<file path="src/sv/alip_pkg.sv">
// Shared codes, states and controller/datapath link types for the insert-at-position list.
`timescale 1ns / 1ps

package alip_pkg;

    // Transaction modes
    localparam logic [1:0] MODE_INSERT = 2'd0;
    localparam logic [1:0] MODE_FWD    = 2'd1;
    localparam logic [1:0] MODE_REV    = 2'd2;

    // Result status codes
    localparam logic [2:0] ST_INSERTED = 3'd0;
    localparam logic [2:0] ST_FULL     = 3'd1;
    localparam logic [2:0] ST_BADPOS   = 3'd2;
    localparam logic [2:0] ST_ELEMENT  = 3'd3;
    localparam logic [2:0] ST_EMPTY    = 3'd4;

    typedef enum logic [0:0] {
        S_IDLE,
        S_LIST
    } state_t;

    // Commands from the controller to the datapath
    typedef struct packed {
        logic load_single;  // latch a one-result transaction, apply insert if legal
        logic list_start;   // set up the listing walk
        logic list_emit;    // emit the element under the walk pointer
    } ctrl_cmd_t;

    // Status from the datapath to the controller
    typedef struct packed {
        logic empty;        // no element held
        logic at_last;      // the walk is on its final element
    } dp_sts_t;

endpackage

</file>
<file path="src/sv/alip_if.sv">
// Valid/ready channel interfaces for list requests and list results.
`timescale 1ns / 1ps

interface alip_in_if;
    logic               valid;
    logic               ready;
    logic        [1:0]  mode;
    logic signed [31:0] value;
    logic        [3:0]  position;

    modport source (output valid, mode, value, position, input ready);
    modport sink   (input valid, mode, value, position, output ready);
endinterface

interface alip_out_if;
    logic               valid;
    logic               ready;
    logic        [2:0]  status;
    logic signed [31:0] element;
    logic        [3:0]  count;
    logic               last;

    modport source (output valid, status, element, count, last, input ready);
    modport sink   (input valid, status, element, count, last, output ready);
endinterface

</file>
<file path="src/sv/alip_ctrl.sv">
// Controller state machine: handshakes, output valid and listing sequence.
`timescale 1ns / 1ps

module alip_ctrl import alip_pkg::*;
(
    input  logic       clk,
    input  logic       rst_n,
    input  logic       in_valid,
    input  logic [1:0] in_mode,
    output logic       in_ready,
    output logic       out_valid,
    input  logic       out_ready,
    input  dp_sts_t    sts,
    output ctrl_cmd_t  cmd
);

    state_t state_reg, state_next;
    logic   out_valid_reg, out_valid_next;
    logic   out_free;
    logic   fire;

    assign out_free  = !out_valid_reg || out_ready;
    assign in_ready  = (state_reg == S_IDLE) && out_free;
    assign fire      = in_valid && in_ready;
    assign out_valid = out_valid_reg;

    always_ff @(posedge clk or negedge rst_n)
    begin
        if (!rst_n)
        begin
            state_reg     <= S_IDLE;
            out_valid_reg <= 1'b0;
        end
        else
        begin
            state_reg     <= state_next;
            out_valid_reg <= out_valid_next;
        end
    end

    always_comb
    begin
        state_next     = state_reg;
        out_valid_next = out_valid_reg && !out_ready;
        cmd            = '0;
        unique case (state_reg)
            S_IDLE:
            begin
                if (fire)
                begin
                    unique case (in_mode) inside
                        MODE_INSERT:
                        begin
                            cmd.load_single = 1'b1;
                            out_valid_next  = 1'b1;
                        end
                        MODE_FWD, MODE_REV:
                        begin
                            if (sts.empty)
                            begin
                                cmd.load_single = 1'b1;
                                out_valid_next  = 1'b1;
                            end
                            else
                            begin
                                cmd.list_start = 1'b1;
                                state_next     = S_LIST;
                            end
                        end
                        default:
                        begin
                            // unused mode: drop the transaction
                        end
                    endcase
                end
            end
            S_LIST:
            begin
                if (out_free)
                begin
                    cmd.list_emit  = 1'b1;
                    out_valid_next = 1'b1;
                    if (sts.at_last)
                    begin
                        state_next = S_IDLE;
                    end
                end
            end
            default:
            begin
                state_next = S_IDLE;
            end
        endcase
    end

`ifndef NO_ASSERTIONS
    a_single_result: assert property (@(posedge clk) disable iff (!rst_n)
        fire && (in_mode == MODE_INSERT || (sts.empty &&
            (in_mode == MODE_FWD || in_mode == MODE_REV))) |=> out_valid_reg)
        else $error("one-result transaction did not raise output valid");

    a_list_ends: assert property (@(posedge clk) disable iff (!rst_n)
        state_reg == S_LIST && out_free && sts.at_last
            |=> state_reg == S_IDLE && out_valid_reg)
        else $error("listing did not return to idle after its final element");

    a_list_blocks_input: assert property (@(posedge clk) disable iff (!rst_n)
        state_reg == S_LIST |-> !in_ready)
        else $error("input taken while a listing is in progress");
`endif

endmodule

</file>
<file path="src/sv/alip_dp.sv">
// Datapath: element cells, element count, listing walk and output register.
`timescale 1ns / 1ps

module alip_dp import alip_pkg::*;
#(
    parameter int CAPACITY = 8
)
(
    input  logic               clk,
    input  logic               rst_n,
    input  ctrl_cmd_t          cmd,
    output dp_sts_t            sts,
    input  logic        [1:0]  in_mode,
    input  logic signed [31:0] in_value,
    input  logic        [3:0]  in_position,
    output logic        [2:0]  status,
    output logic signed [31:0] element,
    output logic        [3:0]  count,
    output logic               last
);

    localparam int HW = $clog2(CAPACITY + 1);
    localparam int IW = (CAPACITY > 1) ? $clog2(CAPACITY) : 1;
    localparam int CW = (HW > 4) ? HW : 4;

    logic signed [31:0] slots_reg  [CAPACITY];
    logic signed [31:0] slots_next [CAPACITY];
    logic [HW-1:0]      held_reg, held_next;
    logic [HW-1:0]      left_reg;
    logic [IW-1:0]      idx_reg;
    logic               reverse_reg;
    logic [2:0]         status_reg;
    logic signed [31:0] element_reg;
    logic [3:0]         count_reg;
    logic               last_reg;

    logic [CW-1:0]      pos_ext;
    logic [CW-1:0]      held_ext;
    logic               full;
    logic               bad_pos;
    logic               ins_ok;
    logic [2:0]         single_status;

    assign pos_ext  = CW'(in_position);
    assign held_ext = CW'(held_reg);
    assign full     = (held_reg == HW'(CAPACITY));
    assign bad_pos  = (pos_ext > held_ext);
    assign ins_ok   = cmd.load_single && (in_mode == MODE_INSERT) && !full && !bad_pos;

    assign sts.empty   = (held_reg == '0);
    assign sts.at_last = (left_reg == HW'(1));

    always_comb
    begin
        if (in_mode != MODE_INSERT)
        begin
            single_status = ST_EMPTY;
        end
        else if (full)
        begin
            single_status = ST_FULL;
        end
        else if (bad_pos)
        begin
            single_status = ST_BADPOS;
        end
        else
        begin
            single_status = ST_INSERTED;
        end
    end

    assign held_next = ins_ok ? held_reg + HW'(1) : held_reg;

    // Each cell takes the new value, its lower neighbour, or holds
    always_comb
    begin
        for (int i = 0; i < CAPACITY; i++)
        begin
            if (ins_ok && CW'(i) == pos_ext)
            begin
                slots_next[i] = in_value;
            end
            else if (ins_ok && CW'(i) > pos_ext)
            begin
                slots_next[i] = slots_reg[(i > 0) ? i - 1 : 0];
            end
            else
            begin
                slots_next[i] = slots_reg[i];
            end
        end
    end

    always_ff @(posedge clk)
    begin
        for (int i = 0; i < CAPACITY; i++)
        begin
            slots_reg[i] <= slots_next[i];
        end
    end

    always_ff @(posedge clk or negedge rst_n)
    begin
        if (!rst_n)
        begin
            held_reg <= '0;
            left_reg <= '0;
        end
        else
        begin
            held_reg <= held_next;
            if (cmd.list_start)
            begin
                left_reg <= held_reg;
            end
            else if (cmd.list_emit)
            begin
                left_reg <= left_reg - HW'(1);
            end
        end
    end

    always_ff @(posedge clk)
    begin
        if (cmd.list_start)
        begin
            reverse_reg <= (in_mode == MODE_REV);
            idx_reg     <= (in_mode == MODE_REV) ? IW'(held_reg - HW'(1)) : '0;
        end
        else if (cmd.list_emit)
        begin
            idx_reg <= reverse_reg ? idx_reg - IW'(1) : idx_reg + IW'(1);
        end

        if (cmd.load_single)
        begin
            status_reg  <= single_status;
            element_reg <= '0;
            count_reg   <= 4'(held_next);
            last_reg    <= 1'b1;
        end
        else if (cmd.list_emit)
        begin
            status_reg  <= ST_ELEMENT;
            element_reg <= slots_reg[idx_reg];
            count_reg   <= 4'(held_reg);
            last_reg    <= (left_reg == HW'(1));
        end
    end

    assign status  = status_reg;
    assign element = element_reg;
    assign count   = count_reg;
    assign last    = last_reg;

`ifndef NO_ASSERTIONS
    a_held_bound: assert property (@(posedge clk) disable iff (!rst_n)
        held_reg <= HW'(CAPACITY))
        else $error("element count exceeds capacity");

    a_walk_live: assert property (@(posedge clk) disable iff (!rst_n)
        cmd.list_emit |-> left_reg != '0 && left_reg <= held_reg)
        else $error("element emitted with no element left in the walk");

    a_insert_grows: assert property (@(posedge clk) disable iff (!rst_n)
        ins_ok |=> held_reg == $past(held_reg) + HW'(1) && status_reg == ST_INSERTED)
        else $error("accepted insert did not grow the list");
`endif

endmodule

</file>
<file path="src/sv/array_list_insert_at_position_unit.sv">
// Top level: ordered list with insert-at-position and streamed listing.
// An insert, a rejected insert or an empty listing gives its result in the cycle after accept.
// A listing first loads the walk, then moves its elements into the output register, one per cycle
// while the output is free. One-result transactions are taken every cycle while the output is free;
// no input is taken during a listing. An insert shifts the cells above its position together.
// Reset clears the element count and the output valid; element cells are not cleared.
`timescale 1ns / 1ps

module array_list_insert_at_position_unit import alip_pkg::*;
#(
    parameter int CAPACITY = 8
)
(
    input  logic              clk,
    input  logic              rst_n,
    alip_in_if.sink           in_ch,
    alip_out_if.source        out_ch
);

    // Command and status link between the controller and the datapath
    ctrl_cmd_t cmd;
    dp_sts_t   sts;

    // Controller: owns both handshakes and sequences each listing transaction
    alip_ctrl u_ctrl (
        .clk       (clk),
        .rst_n     (rst_n),
        .in_valid  (in_ch.valid),
        .in_mode   (in_ch.mode),
        .in_ready  (in_ch.ready),
        .out_valid (out_ch.valid),
        .out_ready (out_ch.ready),
        .sts       (sts),
        .cmd       (cmd)
    );

    // Datapath: element cells shift on insert; the output register holds one
    // result so the next transaction may be taken as that result is taken
    alip_dp #(
        .CAPACITY (CAPACITY)
    ) u_dp (
        .clk         (clk),
        .rst_n       (rst_n),
        .cmd         (cmd),
        .sts         (sts),
        .in_mode     (in_ch.mode),
        .in_value    (in_ch.value),
        .in_position (in_ch.position),
        .status      (out_ch.status),
        .element     (out_ch.element),
        .count       (out_ch.count),
        .last        (out_ch.last)
    );

endmodule
</file>
<file path="src/flat_wrapper.sv">
// flat-port wrapper written by rule: the top's interface ports become plain ports
module array_list_insert_at_position_unit_flat import alip_pkg::*;
#(
    parameter int CAPACITY = 8
)
  (clk, rst_n, in_ch_valid, in_ch_mode, in_ch_value, in_ch_position, in_ch_ready, out_ch_valid, out_ch_status, out_ch_element, out_ch_count, out_ch_last, out_ch_ready);
  alip_in_if in_ch_i ();
  alip_out_if out_ch_i ();
  input  logic clk;
  input  logic rst_n;
  input wire logic [$bits(in_ch_i.valid)-1:0] in_ch_valid;
  input wire logic [$bits(in_ch_i.mode)-1:0] in_ch_mode;
  input wire logic [$bits(in_ch_i.value)-1:0] in_ch_value;
  input wire logic [$bits(in_ch_i.position)-1:0] in_ch_position;
  output wire logic [$bits(in_ch_i.ready)-1:0] in_ch_ready;
  output wire logic [$bits(out_ch_i.valid)-1:0] out_ch_valid;
  output wire logic [$bits(out_ch_i.status)-1:0] out_ch_status;
  output wire logic [$bits(out_ch_i.element)-1:0] out_ch_element;
  output wire logic [$bits(out_ch_i.count)-1:0] out_ch_count;
  output wire logic [$bits(out_ch_i.last)-1:0] out_ch_last;
  input wire logic [$bits(out_ch_i.ready)-1:0] out_ch_ready;
  assign in_ch_i.valid = in_ch_valid;
  assign in_ch_i.mode = in_ch_mode;
  assign in_ch_i.value = in_ch_value;
  assign in_ch_i.position = in_ch_position;
  assign in_ch_ready = in_ch_i.ready;
  assign out_ch_valid = out_ch_i.valid;
  assign out_ch_status = out_ch_i.status;
  assign out_ch_element = out_ch_i.element;
  assign out_ch_count = out_ch_i.count;
  assign out_ch_last = out_ch_i.last;
  assign out_ch_i.ready = out_ch_ready;
  array_list_insert_at_position_unit #(.CAPACITY(CAPACITY)) u_core (.clk(clk), .rst_n(rst_n), .in_ch(in_ch_i), .out_ch(out_ch_i));
endmodule
</file>
<file path="config.mk">
export PLATFORM = sky130hd
export DESIGN_NAME = array_list_insert_at_position_unit_flat
export DESIGN_NICKNAME = d
export VERILOG_FILES = /design/src/sv/alip_pkg.sv /design/src/sv/alip_if.sv /design/src/sv/alip_ctrl.sv /design/src/sv/alip_dp.sv /design/src/sv/array_list_insert_at_position_unit.sv /design/src/flat_wrapper.sv
export SDC_FILE = /design/constraint.sdc
export NUM_CORES = 1
export LEC_CHECK = 0
export ABC_AREA = 1
export BUFFER_PORTS_ARGS = -buffer_cell sky130_fd_sc_hd__buf_4
export CORE_ASPECT_RATIO = 1.75
export CORE_MARGIN = 5
export CORE_UTILIZATION = 55
export CTS_BUF_LIST = sky130_fd_sc_hd__clkbuf_4 sky130_fd_sc_hd__clkbuf_8 sky130_fd_sc_hd__clkbuf_16
export DETAILED_ROUTE_END_ITERATION = 12
export GPL_ROUTABILITY_DRIVEN = 0
export PLACE_DENSITY = 0.78
export RECOVER_POWER = 50
export REMOVE_ABC_BUFFERS = 1
export SYNTH_ARGS = -nofsm -noshare
export SYNTH_HDL_FRONTEND = slang
export SYNTH_SLANG_ARGS = --single-unit
export TNS_END_PERCENT = 10
</file>
<file path="constraint.sdc">
create_clock -name clk -period 10 [get_ports clk]
set_input_delay 2 -clock clk [delete_from_list [all_inputs] [get_ports clk]]
set_output_delay 2 -clock clk [all_outputs]
set_load 0.05 [all_outputs]
</file>
== After elaboration in Yosys (flattened, before gate mapping) ==
Memory sizes are Yosys's and may differ from the RTL's. A register that Yosys moved wholly into a read port is not among the register bits.
Cells that the tools add are included.
Widths: inputs -> output; s select.

* Memories kept: 1
* Output and inout port bits: 42
* Word-level logic and storage cells: 115
* Register bits after elaboration: 22
* Input bits: 42
* Bits in writable memories: 256

* Bitwise operators: 1
* Reductions and logical operators: 33
* Add/subtract/negate cells: 5
* Multiplexer cells: 46
* Magnitude comparators: 8
* Equal/unequal tests: 12

{| class="wikitable"
|+ Memories
! name !! depth !! width !! rd ports !! clocked after Yosys merged registers in !! write ports !! line !! source
|-
| u_core.u_dp.slots_reg || 8 || 32 || 8 || 1 || 8 || alip_dp.sv:26 || <nowiki>logic signed [31:0] slots_reg [CAPACITY];</nowiki>
|}

{| class="wikitable"
|+ Operator list
! operator !! number
|-
| $mux 32 || 15
|-
| $mux 3 || 8
|-
| $logic_and 1x1->1 || 21
|-
| $mux 4 || 5
|-
| $eq 3x4->1 const A || 4
|-
| $gt 3x4->1 const A || 4
|-
| $mux 1 || 11
|-
| $eq 2x4->1 const A || 2
|-
| $gt 2x4->1 const A || 2
|-
| $logic_not 4->1 || 2
|-
| $pmux 1 s2 || 4
|-
| $mux 2 || 3
|-
| $reduce_bool 2->1 || 3
|-
| $sub 3x1->3 const B || 2
|-
| $add 4x1->4 const B || 1
|-
| $eq 1x4->1 const A || 1
|-
| $eq 4x1->1 const B || 1
|-
| $eq 4x4->1 const B || 1
|-
| $gt 1x4->1 const A || 1
|-
| $gt 4x4->1 || 1
|-
| $logic_not 1->1 || 4
|-
| $sub 4x1->4 const B || 1
|-
| $add 3x1->3 const B || 1
|-
| $eq 2x1->1 const B || 1
|-
| other kinds (6) || 6
|}

== Longest topological paths before layout ==
* Depth after elaboration: 12
* Depth in mapped cells: 15
* Depth with buffers taken out: 13

== Hierarchy ==
Synthesis repeated with hierarchy kept, for this count alone.

* Cell total of the unflattened synthesis: 1,833
* Area, all modules: 16,019.1 µm²

{| class="wikitable"
|+ Modules (own cells, without submodules)
! module !! area an instance (µm²) !! cells each !! seq. area each (µm²) !! instances
|-
| alip_dp || 15,843.9 || 1,804 || 8,878.5 || 1
|-
| alip_ctrl || 175.2 || 29 || 50.0 || 1
|}

== Worst setup path before layout ==
Ideal clock, no wire load.

* Path type: in2reg
* Start point: input in_ch_position[3]
* End point: memory u_core.u_dp.slots_reg[2][0] (enable)
* Stages: 11
* Library setup time: 0.421 ns
* Setup slack: 3.604 ns
* Data required time: 9.579 ns
* Arrival: 5.975 ns
* Buffers on the path: 1
* Path through: ha_1 -> nand2_1 -> inv_1 -> nand2_1 -> nand2_1 -> nand2_1 -> nand2_2 -> clkbuf_1 -> nor2_1 -> nand2_1 -> nor2_1

{| class="wikitable"
|+ RTL lines
! item !! line !! source
|-
| start: declaration || flat_wrapper.sv:14 || <nowiki>input wire logic [$bits(in_ch_i.position)-1:0] in_ch_position;</nowiki>
|-
| end: declaration || alip_dp.sv:26 ||
|}

== Worst setup path in the final report ==
* Start point: register u_core.u_dp.idx_reg[1]
* End point: register u_core.u_dp.idx_reg[2], data pin

* Word-level cells in the longest chain between the ends: 4
* Elaborated cells between the ends (all ways): 5
* Those cells by class: add/sub (2); mux (3)

{| class="wikitable"
|+ RTL lines
! item !! line !! source
|-
| start: declaration || alip_dp.sv:30 || <nowiki>logic [IW-1:0] idx_reg;</nowiki>
|-
| start signal: assignment || alip_dp.sv:129 || <nowiki>idx_reg <= (in_mode == MODE_REV) ? IW'(held_reg - HW'(1)) : '0;</nowiki>
|-
| start signal: assignment || alip_dp.sv:133 || <nowiki>idx_reg <= reverse_reg ? idx_reg - IW'(1) : idx_reg + IW'(1);</nowiki>
|-
| $add 3x1->3 or $sub 3x1->3 (tied branches) || alip_dp.sv:133 ||
|-
| $mux 3 * || alip_dp.sv:133 ||
|-
| $mux 3 * || alip_dp.sv:131 || <nowiki>else if (cmd.list_emit)</nowiki>
|-
| $mux 3 * || alip_dp.sv:126 || <nowiki>if (cmd.list_start)</nowiki>
|}

Mark *: on every way between the ends. The rest lies on a longest branch, timed or not. The select of a mux whose other input is x is not followed.
A chain may end at the register's enable or synchronous reset.

==> qor.yml <==
place.detailed.hpwl_mm: 23.99
wl_mm: 43.68
synth-warning-count: 0
min_path_type: "flip-flop to flip-flop"
tightest_slew_ns: 4.154
port_buffers: 83
cts-buffers-inserted: 28
firstDrtPassIters: 7
boundaryPins: 84
critical_path.startpoint_type: "flip-flop"
most-common-layout-cells: "sky130_fd_sc_hd__nand2_1, sky130_fd_sc_hd__nand3_1, sky130_fd_sc_hd__edfxtp_1"
design.core.area_um2: 27970
postLayoutSetupSlackWorst_ns: 2.648
postSynthRegisterBits: 310
post_cts_hold_buffer_count: 0
clk_path_buf_depth: 3
worst_skew_pair_later_pin_latency_ns: 0.56
max_stage_delay_ns: 2.71
critical_path_buf_inv_count: 3
ir_worst_vdd_mv: 0.1828
largest_register_ff_count: 256
avgViaCountPerCell: 5.938
cts_root_buf: "sky130_fd_sc_hd__clkbuf_16"
drt_iter0_markers: 1524
synth.area.top_cells: "sky130_fd_sc_hd__edfxtp_1, sky130_fd_sc_hd__nand2_1, sky130_fd_sc_hd__nand3_1"
critical_path.max_fanout: 65
finalWorstPathRequiredPeriod_ns: 7.352
clkSlewWorstSetupHoldPaths_ns: 0.07
max_freq_ghz: 0.1360
drive_gt1_frac: 0.04946
grt_remaining_overflow: 0
num_rows: 81
finish.cell_count_without_fillers: 2214
grt_setup_unrepaired: "no"
leakage_nw: 7.016
grt_antenna_before_repair: 0
globalRouteTotalUtil: 0.2727
remaining_drc_errors: 0
path_delay_family: "buffers and inverters"
die_w_um: 137.1
timing.critical_path.cells: "clkbuf_1 > inv_1 > clkbuf_1 > fa_1 > xnor2_1 > o21ai_0"
finalMaxSlewViolations: 399
cpMostUsedCell: "sky130_fd_sc_hd__clkbuf_1"
synthesis.instances: 1808
post_cts.resized_instances: 0
syn_to_final_growth_pct: 8.917
nets: 1873
dp_worst_setup_slack_ns: 3.856
status: "complete, but fails checks"
crit_required_ns: 10.31
synth_sequential_area_ratio: 0.5743
avg_cell_area_syn_um2: 8.599
first_pass_grt_wire_length_mm: 68.61
critical_path.endpoint_type: "flip-flop"
antenna_violating_nets_post_route: 0
placed_cells: 2161
tritoncts_clock_tree: "yes"
final_min_period_over_clock_period: 0.7352
setup_tns_ns: 0
routed_wire_length_per_instance_um: 19.73
report.final.hold_viol_count: 0
synthDistinctLibCells: 28
number_of_violations_of_the_max_capacitance_limit: 9
post-synth-top-area-cell: "sky130_fd_sc_hd__edfxtp_1"
start_util: 0.5558
maximum_number_of_pins_on_one_net_before_global_route_repair: 74
die_area_um2: 31860
grt_pass1_vias: 12990
cts-htree-levels: 1
cell_area_power_density_nw_per_um2: 246.6
number_of_vias_in_the_routed_layout: 13150
netlist.area_leader.share: 0.5157
cts_sinks: 310
finalClockSkew_ns: 0.01587
slew_headroom: -1.769
failed_checks: "capacitance limit, slew limit"
finalCoreUtilization: 0.6054
post_synth_instance_area_um2: 15550
setup-violations-final: 0
crit_arrival_ns: 7.66
post_cts_setup_buffer_count: 0
final_common_cell: "sky130_fd_sc_hd__nand2_1"
power.total_w: 0.004176
critical_path.slowest_cell: "sky130_fd_sc_hd__clkbuf_1"
timing_worst_setup_path_type: "flip-flop to flip-flop"
fp.dieH_um: 232.4
layer usage:
layer	GRT usage	wire [um]	part of all wire	up-vias
met5	0	0	0	-
met4	0.1386	2149	0.049	0
met3	0.03894	3703	0.085	132
met2	0.4674	21890	0.50	700
met1	0.3319	15930	0.36	6192
li1	-	-	-	6123
final cells by class:
type | count | area [um^2]
Multi-Input combinational cell | 1332 | 5941
Clock buffer | 31 | 740.7
Tap cell | 373 | 466.7
Timing Repair Buffer | 107 | 491.7
Clock inverter | 21 | 211.5
Antenna cell | 1 | 2.502
Sequential cell | 310 | 8929
Fill cell | 2498 | 11040
Inverter | 39 | 151.4
power breakdown:
group          switching, W  internal (W)
clock              0.000490      0.000639
sequential        0.0000765       0.00152
combinational       0.00109      0.000359
total               0.00166       0.00252
synthesized netlist by cell type:
cell and number:
sky130_fd_sc_hd__nand2_1 800, sky130_fd_sc_hd__nand3_1 301, sky130_fd_sc_hd__edfxtp_1 267, sky130_fd_sc_hd__a21oi_1 98
sky130_fd_sc_hd__clkbuf_1 67, sky130_fd_sc_hd__o21ai_0 48, sky130_fd_sc_hd__buf_2 45, sky130_fd_sc_hd__dfxtp_1 33
sky130_fd_sc_hd__inv_1 32, sky130_fd_sc_hd__o31ai_1 32, sky130_fd_sc_hd__nor2_1 16, sky130_fd_sc_hd__ha_1 12
sky130_fd_sc_hd__dfrtp_1 10, sky130_fd_sc_hd__buf_4 8, sky130_fd_sc_hd__buf_1 7, sky130_fd_sc_hd__inv_2 6
sky130_fd_sc_hd__xor2_1 6, sky130_fd_sc_hd__nand2_2 5, sky130_fd_sc_hd__nand4_1 2, sky130_fd_sc_hd__nor2_2 2
sky130_fd_sc_hd__nor3_1 2, sky130_fd_sc_hd__o211ai_1 2, sky130_fd_sc_hd__xnor2_1 2, sky130_fd_sc_hd__clkinv_1 1
sky130_fd_sc_hd__fa_1 1, sky130_fd_sc_hd__nor3_2 1, sky130_fd_sc_hd__nor3_4 1, sky130_fd_sc_hd__nor4_4 1
logic make-up after synthesis:
family / Yosys count / share of synthesized area
and+or+nand+nor: 1131 / 0.3012
DFF: 310 / 0.5743
AOI/OAI and AO/OA: 180 / 0.06342
buffers and inverters: 166 / 0.04563
adders and majority gates: 13 / 0.01094
xor gates and xnor gates: 8 / 0.004507
metrics by stage:
stage / instance area (um^2) / hold WS [ns]
floorplan: 14980 / 0.5024
global placement: 16310 / 0.4598
detailed placement: 16310 / 0.4616
CTS: 17260 / 0.4751
global route: 16930 / 0.4886
finish: 16930 / 0.4690
final timing paths:
path / slack, ns / start / cells after the start / endpoint
hold / removal: 0.47 / u_core.u_dp.element[21]$_SDFFE_PN0P_ / 2 / u_core.u_dp.element[21]$_SDFFE_PN0P_
setup / recovery: 2.65 / u_core.u_dp.idx_reg[1]$_DFFE_PP_ / 6 / u_core.u_dp.idx_reg[2]$_DFFE_PP_
hold reg to reg: 0.47 / u_core.u_dp.element[21]$_SDFFE_PN0P_ / 2 / u_core.u_dp.element[21]$_SDFFE_PN0P_
min in group asynchronous: 1.39 / rst_n / 1 / u_core.u_ctrl.out_valid$_DFF_PN0_
setup reg to reg: 2.65 / u_core.u_dp.idx_reg[1]$_DFFE_PP_ / 6 / u_core.u_dp.idx_reg[2]$_DFFE_PP_
max in group asynchronous: 8.25 / rst_n / 1 / u_core.u_dp.held_ext[0]$_DFF_PN0_
tightest hold or removal path, delay by kind of cell, from the launching register on:
family / cells / cell delay, ns
flip-flops: 1 / 0.31
AND/OR/NAND/NOR: 2 / 0.12
No activity file was read; power rests on OpenSTA's default activity.
